===== config.mk =====
export PLATFORM = sky130hd
export DESIGN_NAME = four_lock_unlock_controller
export DESIGN_NICKNAME = d
export VERILOG_FILES = /design/src/flc_pkg.sv /design/src/flc_lock.sv /design/src/four_lock_unlock_controller.sv
export SDC_FILE = /design/constraint.sdc
export NUM_CORES = 1
export LEC_CHECK = 0
export ABC_AREA = 0
export BUFFER_PORTS_ARGS = -buffer_cell sky130_fd_sc_hd__buf_4
export CAP_MARGIN = 0
export CORE_AREA = 2 2 218 177
export CTS_CLUSTER_DIAMETER = 120
export DETAILED_ROUTE_END_ITERATION = 8
export DIE_AREA = 0 0 220 179
export GPL_TIMING_DRIVEN = 0
export HOLD_SLACK_MARGIN = 0.1
export MAX_ROUTING_LAYER = met4
export PLACE_DENSITY = 0.59
export SYNTH_ARGS = -nofsm -noshare
export SYNTH_HDL_FRONTEND = slang
export SYNTH_SLANG_ARGS = --single-unit

===== constraint.sdc =====
create_clock -name i_clk -period 5.7 [get_ports i_clk]
set_clock_uncertainty 0.15 [all_clocks]
set_input_delay 0 -clock i_clk [delete_from_list [all_inputs] [get_ports i_clk]]
set_output_delay 0 -clock i_clk [all_outputs]
set_load 0.01 [all_outputs]

===== src/flc_pkg.sv =====
`timescale 1ns / 1ps

package flc_pkg;

    // default lock count and number of lock fields in the ports
    localparam int NUM_LOCKS_DEF = 4;
    localparam int FIELD_LOCKS   = 4;

    // configuration register widths
    localparam int HOLD_W   = 16;
    localparam int MAXOPN_W = 15;
    localparam int FILT_W   = 8;
    localparam int TIMER_W  = 16;
    localparam int CFG_W    = 16;

    // configuration reset values
    localparam logic [HOLD_W-1:0]   HOLD_TIME_RST = 16'd20;
    localparam logic [MAXOPN_W-1:0] MAX_OPEN_RST  = 15'd300;
    localparam logic [FILT_W-1:0]   FILTER_RST    = 8'd3;

    // configuration register indexes
    typedef enum logic [1:0] {
        CFG_HOLD_TIME = 2'd0,
        CFG_MAX_OPEN  = 2'd1,
        CFG_FILTER    = 2'd2,
        CFG_NONE      = 2'd3
    } t_cfg_idx;

    // host operation codes
    typedef enum logic [1:0] {
        OP_TICK   = 2'd0,
        OP_UNLOCK = 2'd1,
        OP_ACK    = 2'd2,
        OP_CLEAR  = 2'd3
    } t_op;

    // lock phases
    typedef enum logic [1:0] {
        PH_IDLE      = 2'd0,
        PH_UNLOCKING = 2'd1,
        PH_OPEN      = 2'd2
    } t_phase;

    // command to one lock lane
    typedef struct packed {
        t_op  op;
        logic sel;
        logic lv;
    } t_lane_cmd;

    // updated status of one lock lane
    typedef struct packed {
        t_phase phase;
        logic   drive;
        logic   pending;
        logic   level;
    } t_lane_stat;

endpackage


===== src/flc_lock.sv =====
`timescale 1ns / 1ps

module flc_lock (
    input  logic                               i_clk,
    input  logic                               i_rst_n,
    input  logic                               i_en,
    input  flc_pkg::t_lane_cmd                 i_cmd,
    input  logic [flc_pkg::HOLD_W-1:0]         i_hold_time,
    input  logic [flc_pkg::MAXOPN_W-1:0]       i_max_open,
    input  logic [flc_pkg::FILT_W-1:0]         i_filter,
    output flc_pkg::t_lane_stat                o_stat
);

    flc_pkg::t_phase                  r_phase, n_phase;
    logic                             r_armed, n_armed;
    logic [flc_pkg::HOLD_W-1:0]       r_hold, n_hold;
    logic signed [flc_pkg::TIMER_W-1:0] r_timer, n_timer;
    logic                             r_drive, n_drive;
    logic                             r_last, n_last;
    logic [flc_pkg::FILT_W-1:0]       r_cc, n_cc;
    logic                             r_pend, n_pend;
    logic                             r_level, n_level;

    logic [flc_pkg::HOLD_W-1:0]         w_hold_inc;
    logic signed [flc_pkg::TIMER_W-1:0] w_timer_dec;
    logic [flc_pkg::FILT_W-1:0]         w_cc_inc;
    logic                               w_qualify;

    // counter candidates
    assign w_hold_inc  = r_armed ? (r_hold + 16'd1) : r_hold;
    assign w_timer_dec = r_timer - 16'sd1;
    assign w_cc_inc    = r_cc + 8'd1;
    assign w_qualify   = ((r_phase == flc_pkg::PH_UNLOCKING) && !i_cmd.lv) ||
                         ((r_phase == flc_pkg::PH_OPEN) && i_cmd.lv);

    // next state for one item
    always_comb begin
        n_phase = r_phase;
        n_armed = r_armed;
        n_hold  = r_hold;
        n_timer = r_timer;
        n_drive = r_drive;
        n_last  = r_last;
        n_cc    = r_cc;
        n_pend  = r_pend;
        n_level = r_level;
        case (i_cmd.op)
            flc_pkg::OP_TICK: begin
                // phase and confirm counter
                if ((r_phase == flc_pkg::PH_UNLOCKING) || (r_phase == flc_pkg::PH_OPEN)) begin
                    if (w_qualify) begin
                        if (w_hold_inc >= i_hold_time) begin
                            n_armed = 1'b0;
                            n_hold  = '0;
                            n_drive = 1'b0;
                            n_phase = (r_phase == flc_pkg::PH_UNLOCKING) ?
                                      flc_pkg::PH_OPEN : flc_pkg::PH_IDLE;
                        end else begin
                            n_armed = 1'b1;
                            n_hold  = w_hold_inc;
                        end
                    end
                end else begin
                    n_phase = flc_pkg::PH_IDLE;
                    n_armed = 1'b0;
                    n_hold  = '0;
                end
                // open timer, checked after the phase update
                if (n_phase != flc_pkg::PH_IDLE) begin
                    if (w_timer_dec <= 16'sd0) begin
                        n_drive = 1'b0;
                        n_timer = signed'({1'b0, i_max_open});
                    end else begin
                        n_timer = w_timer_dec;
                    end
                end
                // change filter
                if (!r_pend) begin
                    if (r_last != i_cmd.lv) begin
                        if (w_cc_inc >= i_filter) begin
                            n_pend  = 1'b1;
                            n_level = i_cmd.lv;
                            n_cc    = '0;
                            n_last  = i_cmd.lv;
                        end else begin
                            n_cc = w_cc_inc;
                        end
                    end else begin
                        n_cc = '0;
                    end
                end
            end
            flc_pkg::OP_UNLOCK: begin
                if (i_cmd.sel) begin
                    n_phase = flc_pkg::PH_UNLOCKING;
                    n_drive = 1'b1;
                end
            end
            flc_pkg::OP_ACK: begin
                if (i_cmd.sel) begin
                    n_pend = 1'b0;
                end
            end
            default: begin
            end
        endcase
    end

    // lane state registers
    always_ff @(posedge i_clk) begin
        if (!i_rst_n) begin
            r_phase <= flc_pkg::PH_IDLE;
            r_armed <= 1'b0;
            r_hold  <= '0;
            r_timer <= signed'({1'b0, flc_pkg::MAX_OPEN_RST});
            r_drive <= 1'b0;
            r_last  <= 1'b0;
            r_cc    <= '0;
            r_pend  <= 1'b0;
            r_level <= 1'b0;
        end else if (i_en) begin
            r_phase <= n_phase;
            r_armed <= n_armed;
            r_hold  <= n_hold;
            r_timer <= n_timer;
            r_drive <= n_drive;
            r_last  <= n_last;
            r_cc    <= n_cc;
            r_pend  <= n_pend;
            r_level <= n_level;
        end
    end

    // status after this item
    assign o_stat.phase   = n_phase;
    assign o_stat.drive   = n_drive;
    assign o_stat.pending = n_pend;
    assign o_stat.level   = n_level;

endmodule


===== src/four_lock_unlock_controller.sv =====
`timescale 1ns / 1ps
// channel | valid       | stall        | payload
// --------+-------------+--------------+-------------------------------------------------
// in      | i_in_valid  | o_in_stall   | i_op, i_lock_index, i_sensor_levels
// out     | o_out_valid | i_out_stall  | o_drive_mask, o_light_on, o_phases,
//         |             |              | o_report_mask, o_reported_levels, o_summary_flag
// cfg     | i_cfg_we    | -            | i_cfg_index, i_cfg_data
//
// one item per cycle sustained while the result side does not stall; an item is held in the input register
// and its result is then registered in the output register.
// the lock lanes update in a single pass between the two registers.
// synchronous active-low reset; configuration returns to 20 / 300 / 3.
// a stalled result holds the output register; the input register keeps taking
// items until it is itself full behind a stalled result.

module four_lock_unlock_controller #(
    parameter int NUM_LOCKS = flc_pkg::NUM_LOCKS_DEF
) (
    input  logic        i_clk,
    input  logic        i_rst_n,
    // input items
    input  logic        i_in_valid,
    output logic        o_in_stall,
    input  logic [1:0]  i_op,
    input  logic [1:0]  i_lock_index,
    input  logic [3:0]  i_sensor_levels,
    // result items
    output logic        o_out_valid,
    input  logic        i_out_stall,
    output logic [3:0]  o_drive_mask,
    output logic        o_light_on,
    output logic [7:0]  o_phases,
    output logic [3:0]  o_report_mask,
    output logic [3:0]  o_reported_levels,
    output logic        o_summary_flag,
    // configuration
    input  logic        i_cfg_we,
    input  logic [1:0]  i_cfg_index,
    input  logic [flc_pkg::CFG_W-1:0] i_cfg_data
);

    localparam int FL = flc_pkg::FIELD_LOCKS;

    logic [flc_pkg::HOLD_W-1:0]   r_hold_time;
    logic [flc_pkg::MAXOPN_W-1:0] r_max_open;
    logic [flc_pkg::FILT_W-1:0]   r_filter;

    logic       r_in_valid;
    flc_pkg::t_op r_op;
    logic [1:0] r_idx;
    logic [3:0] r_levels;

    logic       r_out_valid;
    logic       r_light, n_light;
    logic       r_summary, n_summary;
    logic [3:0] r_drive_mask, n_drive_mask;
    logic [7:0] r_phases, n_phases;
    logic [3:0] r_report_mask, n_report_mask;
    logic [3:0] r_rep_levels, n_rep_levels;

    logic w_advance;
    logic w_any_busy;
    logic w_any_pend;

    flc_pkg::t_lane_stat w_stat [NUM_LOCKS];

    // handshake
    assign w_advance  = r_in_valid && (!r_out_valid || !i_out_stall);
    assign o_in_stall = r_in_valid && !w_advance;

    // configuration registers
    always_ff @(posedge i_clk) begin
        if (!i_rst_n) begin
            r_hold_time <= flc_pkg::HOLD_TIME_RST;
            r_max_open  <= flc_pkg::MAX_OPEN_RST;
            r_filter    <= flc_pkg::FILTER_RST;
        end else if (i_cfg_we) begin
            unique case (flc_pkg::t_cfg_idx'(i_cfg_index))
                flc_pkg::CFG_HOLD_TIME: r_hold_time <= i_cfg_data[flc_pkg::HOLD_W-1:0];
                flc_pkg::CFG_MAX_OPEN:  r_max_open  <= i_cfg_data[flc_pkg::MAXOPN_W-1:0];
                flc_pkg::CFG_FILTER:    r_filter    <= i_cfg_data[flc_pkg::FILT_W-1:0];
                default: begin
                end
            endcase
        end
    end

    // input register
    always_ff @(posedge i_clk) begin
        if (!i_rst_n) begin
            r_in_valid <= 1'b0;
        end else if (!o_in_stall) begin
            r_in_valid <= i_in_valid;
        end
    end

    always_ff @(posedge i_clk) begin
        if (i_in_valid && !o_in_stall) begin
            r_op     <= flc_pkg::t_op'(i_op);
            r_idx    <= i_lock_index;
            r_levels <= i_sensor_levels;
        end
    end

    // lock lanes
    for (genvar k = 0; k < NUM_LOCKS; k++) begin : g_lane
        localparam logic [2:0] KI = 3'(k);
        flc_pkg::t_lane_cmd w_cmd;

        assign w_cmd.op  = r_op;
        assign w_cmd.sel = ({1'b0, r_idx} == KI);
        if (k < FL) begin : g_lv
            assign w_cmd.lv = r_levels[k];
        end else begin : g_nolv
            assign w_cmd.lv = 1'b0;
        end

        flc_lock u_lock (
            .i_clk       (i_clk),
            .i_rst_n     (i_rst_n),
            .i_en        (w_advance),
            .i_cmd       (w_cmd),
            .i_hold_time (r_hold_time),
            .i_max_open  (r_max_open),
            .i_filter    (r_filter),
            .o_stat      (w_stat[k])
        );
    end

    // gather lane status into the result
    always_comb begin
        w_any_busy    = 1'b0;
        w_any_pend    = 1'b0;
        n_drive_mask  = '0;
        n_phases      = '0;
        n_report_mask = '0;
        n_rep_levels  = '0;
        for (int k = 0; k < NUM_LOCKS; k++) begin
            if (w_stat[k].phase != flc_pkg::PH_IDLE) begin
                w_any_busy = 1'b1;
            end
            if (w_stat[k].pending) begin
                w_any_pend = 1'b1;
            end
        end
        for (int b = 0; b < FL; b++) begin
            if (b < NUM_LOCKS) begin
                n_drive_mask[b]     = w_stat[b].drive;
                n_phases[2*b +: 2]  = w_stat[b].phase;
                n_report_mask[b]    = w_stat[b].pending;
                n_rep_levels[b]     = w_stat[b].level;
            end
        end
    end

    // light and summary flag
    always_comb begin
        n_light   = r_light;
        n_summary = r_summary;
        case (r_op)
            flc_pkg::OP_TICK: begin
                n_light = w_any_busy;
                if (w_any_pend) begin
                    n_summary = 1'b1;
                end
            end
            flc_pkg::OP_CLEAR: begin
                n_summary = 1'b0;
            end
            default: begin
            end
        endcase
    end

    always_ff @(posedge i_clk) begin
        if (!i_rst_n) begin
            r_light   <= 1'b0;
            r_summary <= 1'b0;
        end else if (w_advance) begin
            r_light   <= n_light;
            r_summary <= n_summary;
        end
    end

    // output register
    always_ff @(posedge i_clk) begin
        if (!i_rst_n) begin
            r_out_valid <= 1'b0;
        end else if (w_advance) begin
            r_out_valid <= 1'b1;
        end else if (!i_out_stall) begin
            r_out_valid <= 1'b0;
        end
    end

    always_ff @(posedge i_clk) begin
        if (w_advance) begin
            r_drive_mask  <= n_drive_mask;
            r_phases      <= n_phases;
            r_report_mask <= n_report_mask;
            r_rep_levels  <= n_rep_levels;
        end
    end

    assign o_out_valid       = r_out_valid;
    assign o_drive_mask      = r_drive_mask;
    assign o_light_on        = r_light;
    assign o_phases          = r_phases;
    assign o_report_mask     = r_report_mask;
    assign o_reported_levels = r_rep_levels;
    assign o_summary_flag    = r_summary;

endmodule


* After elaboration in Yosys (flattened, before gate mapping) *
Index checks and enable logic that the tools add are counted.

operators by class
  muxes and demuxes = 144
  reduce and logical (&&, ||, !) cells = 61
  order comparisons = 12
  $add $sub $neg = 12
  bitwise gates (word level) = 4
  equal/unequal tests = 26

operators by type and width
  cell                     number
  $mux W16                 20
  $mux W1                  79
  $add A16 B1 Y16 const B  4
  $ge A16 B16 Y1           4
  $le A16 B1 Y1 const B    4
  $mux W8                  8
  $sub A16 B2 Y16 const B  4
  $mux W2                  24
  $reduce_and A3 Y1        13
  $add A8 B1 Y8 const B    4
  $ge A8 B8 Y1             4
  $reduce_and A5 Y1        4
  $eq A2 B2 Y1 const B     9
  $pmux W1 S2              9
  $reduce_bool A2 Y1       9
  $pmux W2 S2              4
  $eq A2 B1 Y1 const B     7
  $logic_and A1 B1 Y1      11
  $ne A2 B1 Y1 const B     5
  $logic_or A1 B1 Y1       9
  $logic_not A1 Y1         8
  $reduce_and A2 Y1        4
  $logic_not A2 Y1         3
  $ne A1 B1 Y1             4
  2 further kinds          5

word-level totals
  input port bits = 31
  word-level logic and storage cells = 309
  register bits = 259
  output and inout bits = 24

* Depth between registers and ports, before layout *
Gate-level depths: netlist of run 1.

  depth after elaboration = 13
  gate-level depth with buffers = 17
  mapped depth without buffers = 15

* By module *
Synthesis of run 1 repeated with hierarchy kept, for this count alone.

second synthesis, totals
  cells, all modules = 2034
  area total of the unflattened synthesis = 16838.6 um^2

by module, submodules not included
  module                       instances  cells each  sequential area each (um^2)  area an instance (um^2)
  flc_lock                     4          454         940.9                        3575.9
  four_lock_unlock_controller  1          218         1701.6                       2534.9

* Worst setup path before layout of run 1 *
Ideal clock, no wire load.

  path kind = register to register
  start = reg g_lane[2].u_lock.r_armed
  end = reg g_lane[2].u_lock.r_hold[13] in the netlist's numbering
  setup time = 0.065 ns
  required time = 5.485 ns
  arrival = 3.850 ns
  setup slack = 1.635 ns
  period minus slack after synthesis = 4.065 ns
  path buffers = 3
  stages on the path, launching flop included = 17
  cell sequence = dfxtp_1 > clkbuf_1 > nand4_1 > or3_1 > clkbuf_1 > nor2_1 > nand3_1 > nor2_1 > xor2_1 > ha_1 > and3_1 > a211o_1 > a211oi_1 > clkbuf_1 > a21o_1 > a21oi_1 > nor2_1

between the ends
  word-level cells in the longest chain between the ends = 5

ends and longest elaborated chain
  element                 line             source
  start, declared         flc_lock.sv:15   logic r_armed, n_armed;
  start signal, assigned  flc_lock.sv:123  r_armed <= n_armed;
  $mux W16 *              flc_lock.sv:30   assign w_hold_inc = r_armed ? (r_hold + 16'd1) : r_hold;
  $ge A16 B16 Y1          flc_lock.sv:52   if (w_hold_inc >= i_hold_time) begin
  $mux W16 *              flc_lock.sv:52
  $mux W16 *              flc_lock.sv:51   if (w_qualify) begin
  $mux W16 *              flc_lock.sv:50   if ((r_phase == flc_pkg::PH_UNLOCKING) || (r_phase == flc_pkg::PH_OPEN)) begin
  end signal, assigned    flc_lock.sv:124  r_hold <= n_hold;
  end, declared           flc_lock.sv:16   logic [flc_pkg::HOLD_W-1:0] r_hold, n_hold;

Mark *: on every way between the ends. The rest lies on a longest branch, timed or not. The select of a mux whose other input is x is not followed.
A chain may end at the register's enable or synchronous reset.

* Final worst setup path of run 1 *
  start = reg g_lane[2].u_lock.r_armed
  end = reg g_lane[2].u_lock.r_timer[5] in the netlist's numbering

between the ends
  word-level cells in the longest chain between the ends = 8

ends and longest elaborated chain
  element                      line             source
  $mux W16                     flc_lock.sv:30
  $ge A16 B16 Y1               flc_lock.sv:52
  $mux W2                      flc_lock.sv:52
  $mux W2                      flc_lock.sv:51
  $mux W2                      flc_lock.sv:50
  $mux W2                      flc_lock.sv:47   case (i_cmd.op)
  $reduce_bool A2 Y1           flc_lock.sv:69   if (n_phase != flc_pkg::PH_IDLE) begin
  $reduce_and A3 Y1 (no line)  -
  end signal, assigned         flc_lock.sv:115  r_timer <= signed'({1'b0, flc_pkg::MAX_OPEN_RST});
  end signal, assigned         flc_lock.sv:125  r_timer <= n_timer;
  end, declared                flc_lock.sv:17   logic signed [flc_pkg::TIMER_W-1:0] r_timer, n_timer;

Every way passes these cells. The select of a mux whose other input is x is not followed.

==> results of run 1 <==
[state kept, by name (all words and copies together), names as in the netlist, 8 cells and up]
| signal | count |
|---|---|
| g_lane.u_lock.r_cc | 32 |
| g_lane.u_lock.r_phase | 8 |
| g_lane.u_lock.r_hold | 64 |
| g_lane.u_lock.r_timer | 64 |
| o_phases | 8 |
| r_hold_time | 16 |
| r_max_open | 15 |
| r_filter | 8 |
[placed cells by master (no fill, tap or decap), types with 8 or more instances in the layout]
cell	instances
clkbuf_16	31
dlygate4sd3_1	64
nor3_1	72
o31ai_1	8
o21a_1	16
dfxtp_1	231
xnor2_1	64
clkinv_2	12
edfxtp_1	28
and2_1	8
nor2b_1	17
a31oi_1	24
and3_1	44
a22oi_1	41
or3_1	19
ha_1	120
a21oi_1	172
nand4_1	23
a211oi_1	16
nand3b_1	29
o32ai_1	13
nand3_1	88
o211ai_1	15
nand2b_1	19
or2_2	14
buf_4	56
nor3b_1	9
buf_2	11
nor4_1	22
xor2_1	40
mux2i_1	30
a21o_1	31
o21ai_0	94
clkbuf_1	84
inv_1	74
mux2_2	13
nor2_1	216
nand2_1	215
[cell type report]
| cell class | instances | area [sq um] |
|---|---|---|
| Buffer | 105 | 428 |
| Clock inverter | 23 | 220 |
| Sequential cell | 259 | 5470 |
| Clock buffer | 33 | 793 |
| Timing Repair Buffer | 118 | 1040 |
| Inverter | 74 | 278 |
| Multi-Input combinational cell | 1625 | 10400 |
| Tap cell | 495 | 619 |
| Fill cell | 3653 | 18300 |
[synthesized netlist by cell type (all sizes together), types with 9 or more instances]
cell type,n
dfxtp,231
nor2,217
nand2,215
a21oi,172
ha,120
o21ai,101
nand3,88
clkbuf,84
inv,74
nor3,73
xnor2,64
and3,44
a22oi,41
xor2,40
a21o,31
mux2i,30
nand3b,29
edfxtp,28
a31oi,24
nand4,23
nor4,23
buf,21
nand2b,19
or3,19
nor2b,17
a211oi,16
o21a,16
o211ai,15
or2,15
mux2,13
o32ai,13
and2,9
nor3b,9
[final timing paths]
| path | startpoint | endpoint | slack, ns |
|---|---|---|---|
| min | i_cfg_data[1] | r_filter[1] | 0.12 |
| max reg2reg | g_lane[2].u_lock.r_armed | g_lane[2].u_lock.r_timer[5] | 0.50 |
| max | g_lane[2].u_lock.r_armed | g_lane[2].u_lock.r_timer[5] | 0.50 |
| min reg2reg | r_hold_time[1] | r_hold_time[1] | 0.30 |
[layer usage]
| metal | track usage (%) | wire length (um) | vias up |
|---|---|---|---|
| met5 | - | 0 | - |
| met4 | 9.96 | 2070 | 0 |
| met3 | 3.83 | 3860 | 116 |
| met2 | 41.2 | 23300 | 559 |
| met1 | 38.4 | 24700 | 7671 |
| li1 | - | - | 7833 |
[per-stage QoR]
stage | cell area (sq um) | worst slack, ns
2_1_floorplan | 16500 | 1.63
3_3_place_gp | 17500 | 0.283
3_5_place_dp | 17500 | 0.331
4_1_cts | 19200 | 0.321
5_1_grt | 19200 | 0.164
6_report | 19200 | 0.501
[kinds of logic (layout without fill, tap and decap cells)]
| family | count (synthesis) | count (layout) | share of synthesized area (%) |
|---|---|---|---|
| simple gates | 823 | 823 | 24.2 |
| compound gates | 535 | 535 | 21.2 |
| flops | 259 | 259 | 33.1 |
| buf+inv | 179 | 353 | 4.26 |
| fa+ha+maj | 120 | 120 | 9.09 |
| xor+xnor | 104 | 104 | 5.51 |
| mux | 43 | 43 | 2.70 |
[repair_timing]
item,in CTS,in global routing
endpoints found under the setup margin,0,7
gates resized for setup,0,1
endpoints found under the hold margin,74,0
hold buffers,64,0
[power breakdown]
part / internal [mW] / switching (mW)
Combinational: 0.133 / 0.233
Clock: 1.18 / 0.834
Sequential: 1.88 / 0.0391
Total: 3.19 / 1.11
[critical path, delay by kind of cell, from the launching register on]
kind / cells / cell delay [ns]
AO/OA/AOI/OAI: 6 / 1.86
AND/OR/NAND/NOR: 5 / 1.35
buffers and inverters: 3 / 0.93
flip-flops: 1 / 0.30
adder cells (fa/ha/maj): 1 / 0.28
XOR/XNOR: 1 / 0.24
==> flow_metrics.tcl, run 1 <==
set metrics [dict create \
    rsz0062_at_grt "no" \
    synth_top_area_share_pct 28.0 \
    cts.root.buffer_cell "clkbuf_16" \
    clock_sinks 259 \
    synth_seq_cells 259 \
    drc 0 \
    synth_nets 2214 \
    startpoint_type "flip-flop" \
    clock_path_buffers 3 \
    ios 55 \
    tightest_slew_ns 1.07 \
    grt_max_degree 30 \
    synth_edf_count 28 \
    syn_avg_cell_area_sq_um 8.01 \
    grt_overflow 0 \
    cap_violations 0 \
    status "finished clean" \
    final_layout_size_suffix_gt1_share_pct 7.60 \
    cts_tree "done" \
    rows 64 \
    area_growth_pct 16.2 \
    yosysUniqueCellTypes 84 \
    async_flop_share_pct 0 \
    die_y_um 179 \
    ant_nets 0 \
    fp.dieArea_sq_um 39400 \
    n_antenna_cell 0 \
    wl_um 54000 \
    power_density_nw_per_um2 224 \
    crit_required_ns 6.05 \
    grt_pass1_vias 14500 \
    seq_area_frac_synth_pct 33.1 \
    vias 16200 \
    hold_viol_final 0 \
    drtPass1Iterations 6 \
    cp_slowest_stage_delay_ns 0.74 \
    synth_area_leaders "dfxtp_1 (28%), ha_1 (9.1%), a21oi_1 (5.2%)" \
    routedWlPerCell_um 19.7 \
    critPathKind "flip-flop to flip-flop" \
    max_freq_mhz 192 \
    first_iter_violations 1650 \
    gp_congestion 0.945 \
    crit_chain "clkbuf_1, nand4_1, or3_1, clkbuf_1, nor2_1, xor2_1, ha_1, a21oi_1, o21ai_0, o21a_1, a211o_1, and2_1, o311ai_1, clkbuf_1, nor2_1, a32oi_1" \
    setup_tns_ns 0 \
    post-route-util_pct 51.2 \
    core_sq_um 37500 \
    final_max_slew_viol_count 0 \
    yosys_warnings 0 \
    syn_inst 2063 \
    syn-cell-area_sq_um 16500 \
    arrival_ns 5.55 \
    cellLeakagePower_nw 7.39 \
    io_buffers 53 \
    synth_top_flop_cell "dfxtp_1" \
    grt_pass1_wl_um 82300 \
    setup_viol 0 \
    grt_util_all_layers_pct 27.7 \
    htreeDepth 1 \
    synth_largest_area_cell "dfxtp_1" \
    r2r_cells 16 \
    post_cts_buffers 0 \
    crit_fanout 10 \
    cts.clk_slew.worst_paths_ns 0.06 \
    hold_ws_ns 0.115 \
    dp_hpwl_um 39200 \
    nets 2364 \
    fin_crit_sh_pct 91.2 \
    hold_depth 4 \
    fin_cells 2732 \
    crit_top_cell "clkbuf_1" \
    fp.dieW_um 220 \
    ir_drop_mv 0.224 \
    hp-class "input port to flip-flop" \
    routed_via_density 5.92 \
    relSlewSlack_pct 27.8 \
    grt_antenna_before_repair 0 \
    dp_cells 2611 \
    slowest_stage "o311ai_1" \
    finalPower_mw 4.30 \
    initial_utilization_pct 44.1 \
    numCtsBuffers 30 \
    clock_latency_ns 0.58 \
    end_kind "flip-flop" \
    min_period_ns 5.20 \
]
No activity file was read; power rests on OpenSTA's default activity.
==> run 2: changes to the inputs <==
Settings changed: CORE_AREA 2 2 218 177 to 2 2 254 206, CTS_BUF_LIST from default to sky130_fd_sc_hd__clkbuf_4 sky130_fd_sc_hd__clkbuf_8, DIE_AREA 0 0 220 179 to 0 0 256 208, PLACE_DENSITY 0.59 to 0.46.
==> flow_metrics.tcl, run 2 (synthesis results as in run 1) <==
set metrics [dict create \
    core_sq_um 50600 \
    rows 74 \
    reg2reg_slack_ns 0.55 \
    grt_overflow 0 \
    grt_util_all_layers_pct 22.2 \
    setup_viol 0 \
    grt_pass1_wl_um 90000 \
    post_cts_buffers 0 \
    gp_congestion 0.919 \
    vias 16100 \
    fp.dieArea_sq_um 53200 \
    ir_drop_mv 0.171 \
    routed_via_density 5.43 \
    dpl_cell_area_sq_um 17800 \
    die_y_um 208 \
    hold_ws_ns 0.306 \
    grt_antenna_before_repair 1 \
    fin_cells 2962 \
    cts.clk_slew.worst_paths_ns 0.06 \
    n_antenna_cell 0 \
    grt_max_degree 30 \
    final_layout_size_suffix_gt1_share_pct 9.13 \
    min_from "r_hold_time[7]" \
    drtPass1Iterations 5 \
    power_density_nw_per_um2 221 \
    ant_nets 0 \
    cap_violations 0 \
    grt_pass1_vias 15100 \
    timing.rr.start "g_lane[0].u_lock.r_armed" \
    fin_crit_sh_pct 90.3 \
    final_common_cell "dfxtp_1" \
    clock_latency_ns 0.66 \
    crit_chain "clkbuf_1, nand3_1, nor2_1, nand4_1, or2_2, nor2_1, xor2_1, ha_1, nand4_1, a21oi_1, a211o_1, o21a_1, o211ai_1, clkbuf_1, nand2_1, a31oi_1" \
    wl_um 59200 \
    fp.dieW_um 256 \
    reg_top3 "g_lane.u_lock.r_hold: 64 flops, g_lane.u_lock.r_timer: 64 flops, g_lane.u_lock.r_cc: 32 flops" \
    startpoint_type "flip-flop" \
    clock_path_buffers 3 \
    stdcell_area_sq_um 19500 \
    slowest_stage "o211ai_1" \
    relSlewSlack_pct 15.2 \
    hold_path_end "r_hold_time[7]" \
    rsz0062_at_grt "no" \
    hp-class "flip-flop to flip-flop" \
    drc 0 \
    numCtsBuffers 50 \
    setup_tns_ns 0 \
    clock_sinks 259 \
    htreeDepth 2 \
    ios 55 \
    mostFrequentLayoutCells "dfxtp_1 (231), nor2_1 (216), nand2_1 (215)" \
    post-route-util_pct 38.6 \
    final_max_slew_viol_count 0 \
    crit_fanout 10 \
    arrival_ns 5.56 \
    crit_required_ns 6.12 \
    cp_slowest_stage_delay_ns 0.92 \
    initial_utilization_pct 32.6 \
    tightest_slew_ns 1.26 \
    io_buffers 53 \
    cts.root.buffer_cell "clkbuf_8" \
    min_period_ns 5.15 \
    r2r_end "g_lane[0].u_lock.r_timer[0]" \
    routedWlPerCell_um 20.0 \
    max_freq_mhz 194 \
    end_kind "flip-flop" \
    first_iter_violations 1357 \
    dp_cells 2800 \
    fillCellCount 5318 \
    status "finished clean" \
    critPathKind "flip-flop to flip-flop" \
    hold_viol_final 0 \
    area_growth_pct 18.2 \
    cts_tree "done" \
    dp_hpwl_um 42900 \
    hold_depth 2 \
    nets 2388 \
    r2r_cells 16 \
    cellLeakagePower_nw 7.47 \
]
==> run 2: cell types whose count changed in the layout (fill, tap and decap cells not counted) <==
| cell | change |
|---|---|
| buf_2 | +1 |
| bufinv_16 | -3 |
| clkbuf_1 | -1 |
| clkbuf_16 | -31 |
| clkbuf_2 | -1 |
| clkbuf_4 | +20 |
| clkbuf_8 | +58 |
| clkinv_2 | -5 |
| clkinv_4 | -2 |
| dlygate4sd3_1 | +4 |
| inv_8 | +1 |
==> run 2: what timing repair did <==
item                                    4_1_cts  5_1_grt
endpoints found under the setup margin        0        0
hold endpoints to repair                     73        0
gates resized for setup                       0        0
hold buffers                                 68        0
==> run 2: critical path, delay by kind of cell, from the launching register on <==
| kind | cells | cell delay, ns |
|---|---|---|
| fa+ha+maj | 1 | 0.29 |
| simple gates | 7 | 1.52 |
| buf+inv | 2 | 0.75 |
| xor+xnor | 1 | 0.24 |
| flops | 1 | 0.30 |
| compound gates | 5 | 1.76 |
==> run 2: worst max-delay path by stage <==
stage,startpoint,endpoint,slack [ns]
finish,g_lane[0].u_lock.r_armed,g_lane[0].u_lock.r_timer[0],0.55
global route,g_lane[0].u_lock.r_armed,g_lane[0].u_lock.r_hold[1],0.15
CTS,g_lane[2].u_lock.r_armed,g_lane[2].u_lock.r_timer[8],0.04
detailed placement,g_lane[2].u_lock.r_armed,g_lane[2].u_lock.r_timer[8],0.08
global placement,g_lane[2].u_lock.r_armed,g_lane[2].u_lock.r_timer[2],0.07
floorplan,g_lane[2].u_lock.r_armed,g_lane[2].u_lock.r_hold[13],1.63
==> run 2: cell type report <==
cell class                      instances  area [sq um]  share of cell area [%]
Buffer                                105           428                    2.19
Clock buffer                           79           962                    4.93
Tap cell                              684           856                    4.38
Timing Repair Buffer                  122          1080                    5.55
Inverter                               74           278                    1.42
Clock inverter                         14          98.8                   0.506
Multi-Input combinational cell       1625         10400                    53.0
Sequential cell                       259          5470                    28.0
==> run 2: through the flow <==
step / setup WS (ns) / total power, mW
2_1_floorplan: 1.63 / 2.13
4_1_cts: 0.0402 / 4.36
6_report: 0.555 / 4.31
5_1_grt: 0.150 / 4.48
3_5_place_dp: 0.0779 / 2.30
3_3_place_gp: 0.0706 / 2.29
==> run 2: layer usage <==
metal	GRT usage (%)	wire (um)	up-vias
met5	-	0	-
met4	7.86	1850	0
met3	3.45	3650	110
met2	32.1	24800	466
met1	31.3	29000	7621
li1	-	-	7872
==> run 2: power breakdown <==
group          total [mW]  switching [mW]  internal, mW
Sequential           1.92          0.0380          1.88
Combinational       0.378           0.244         0.134
Clock                2.01           0.895          1.12
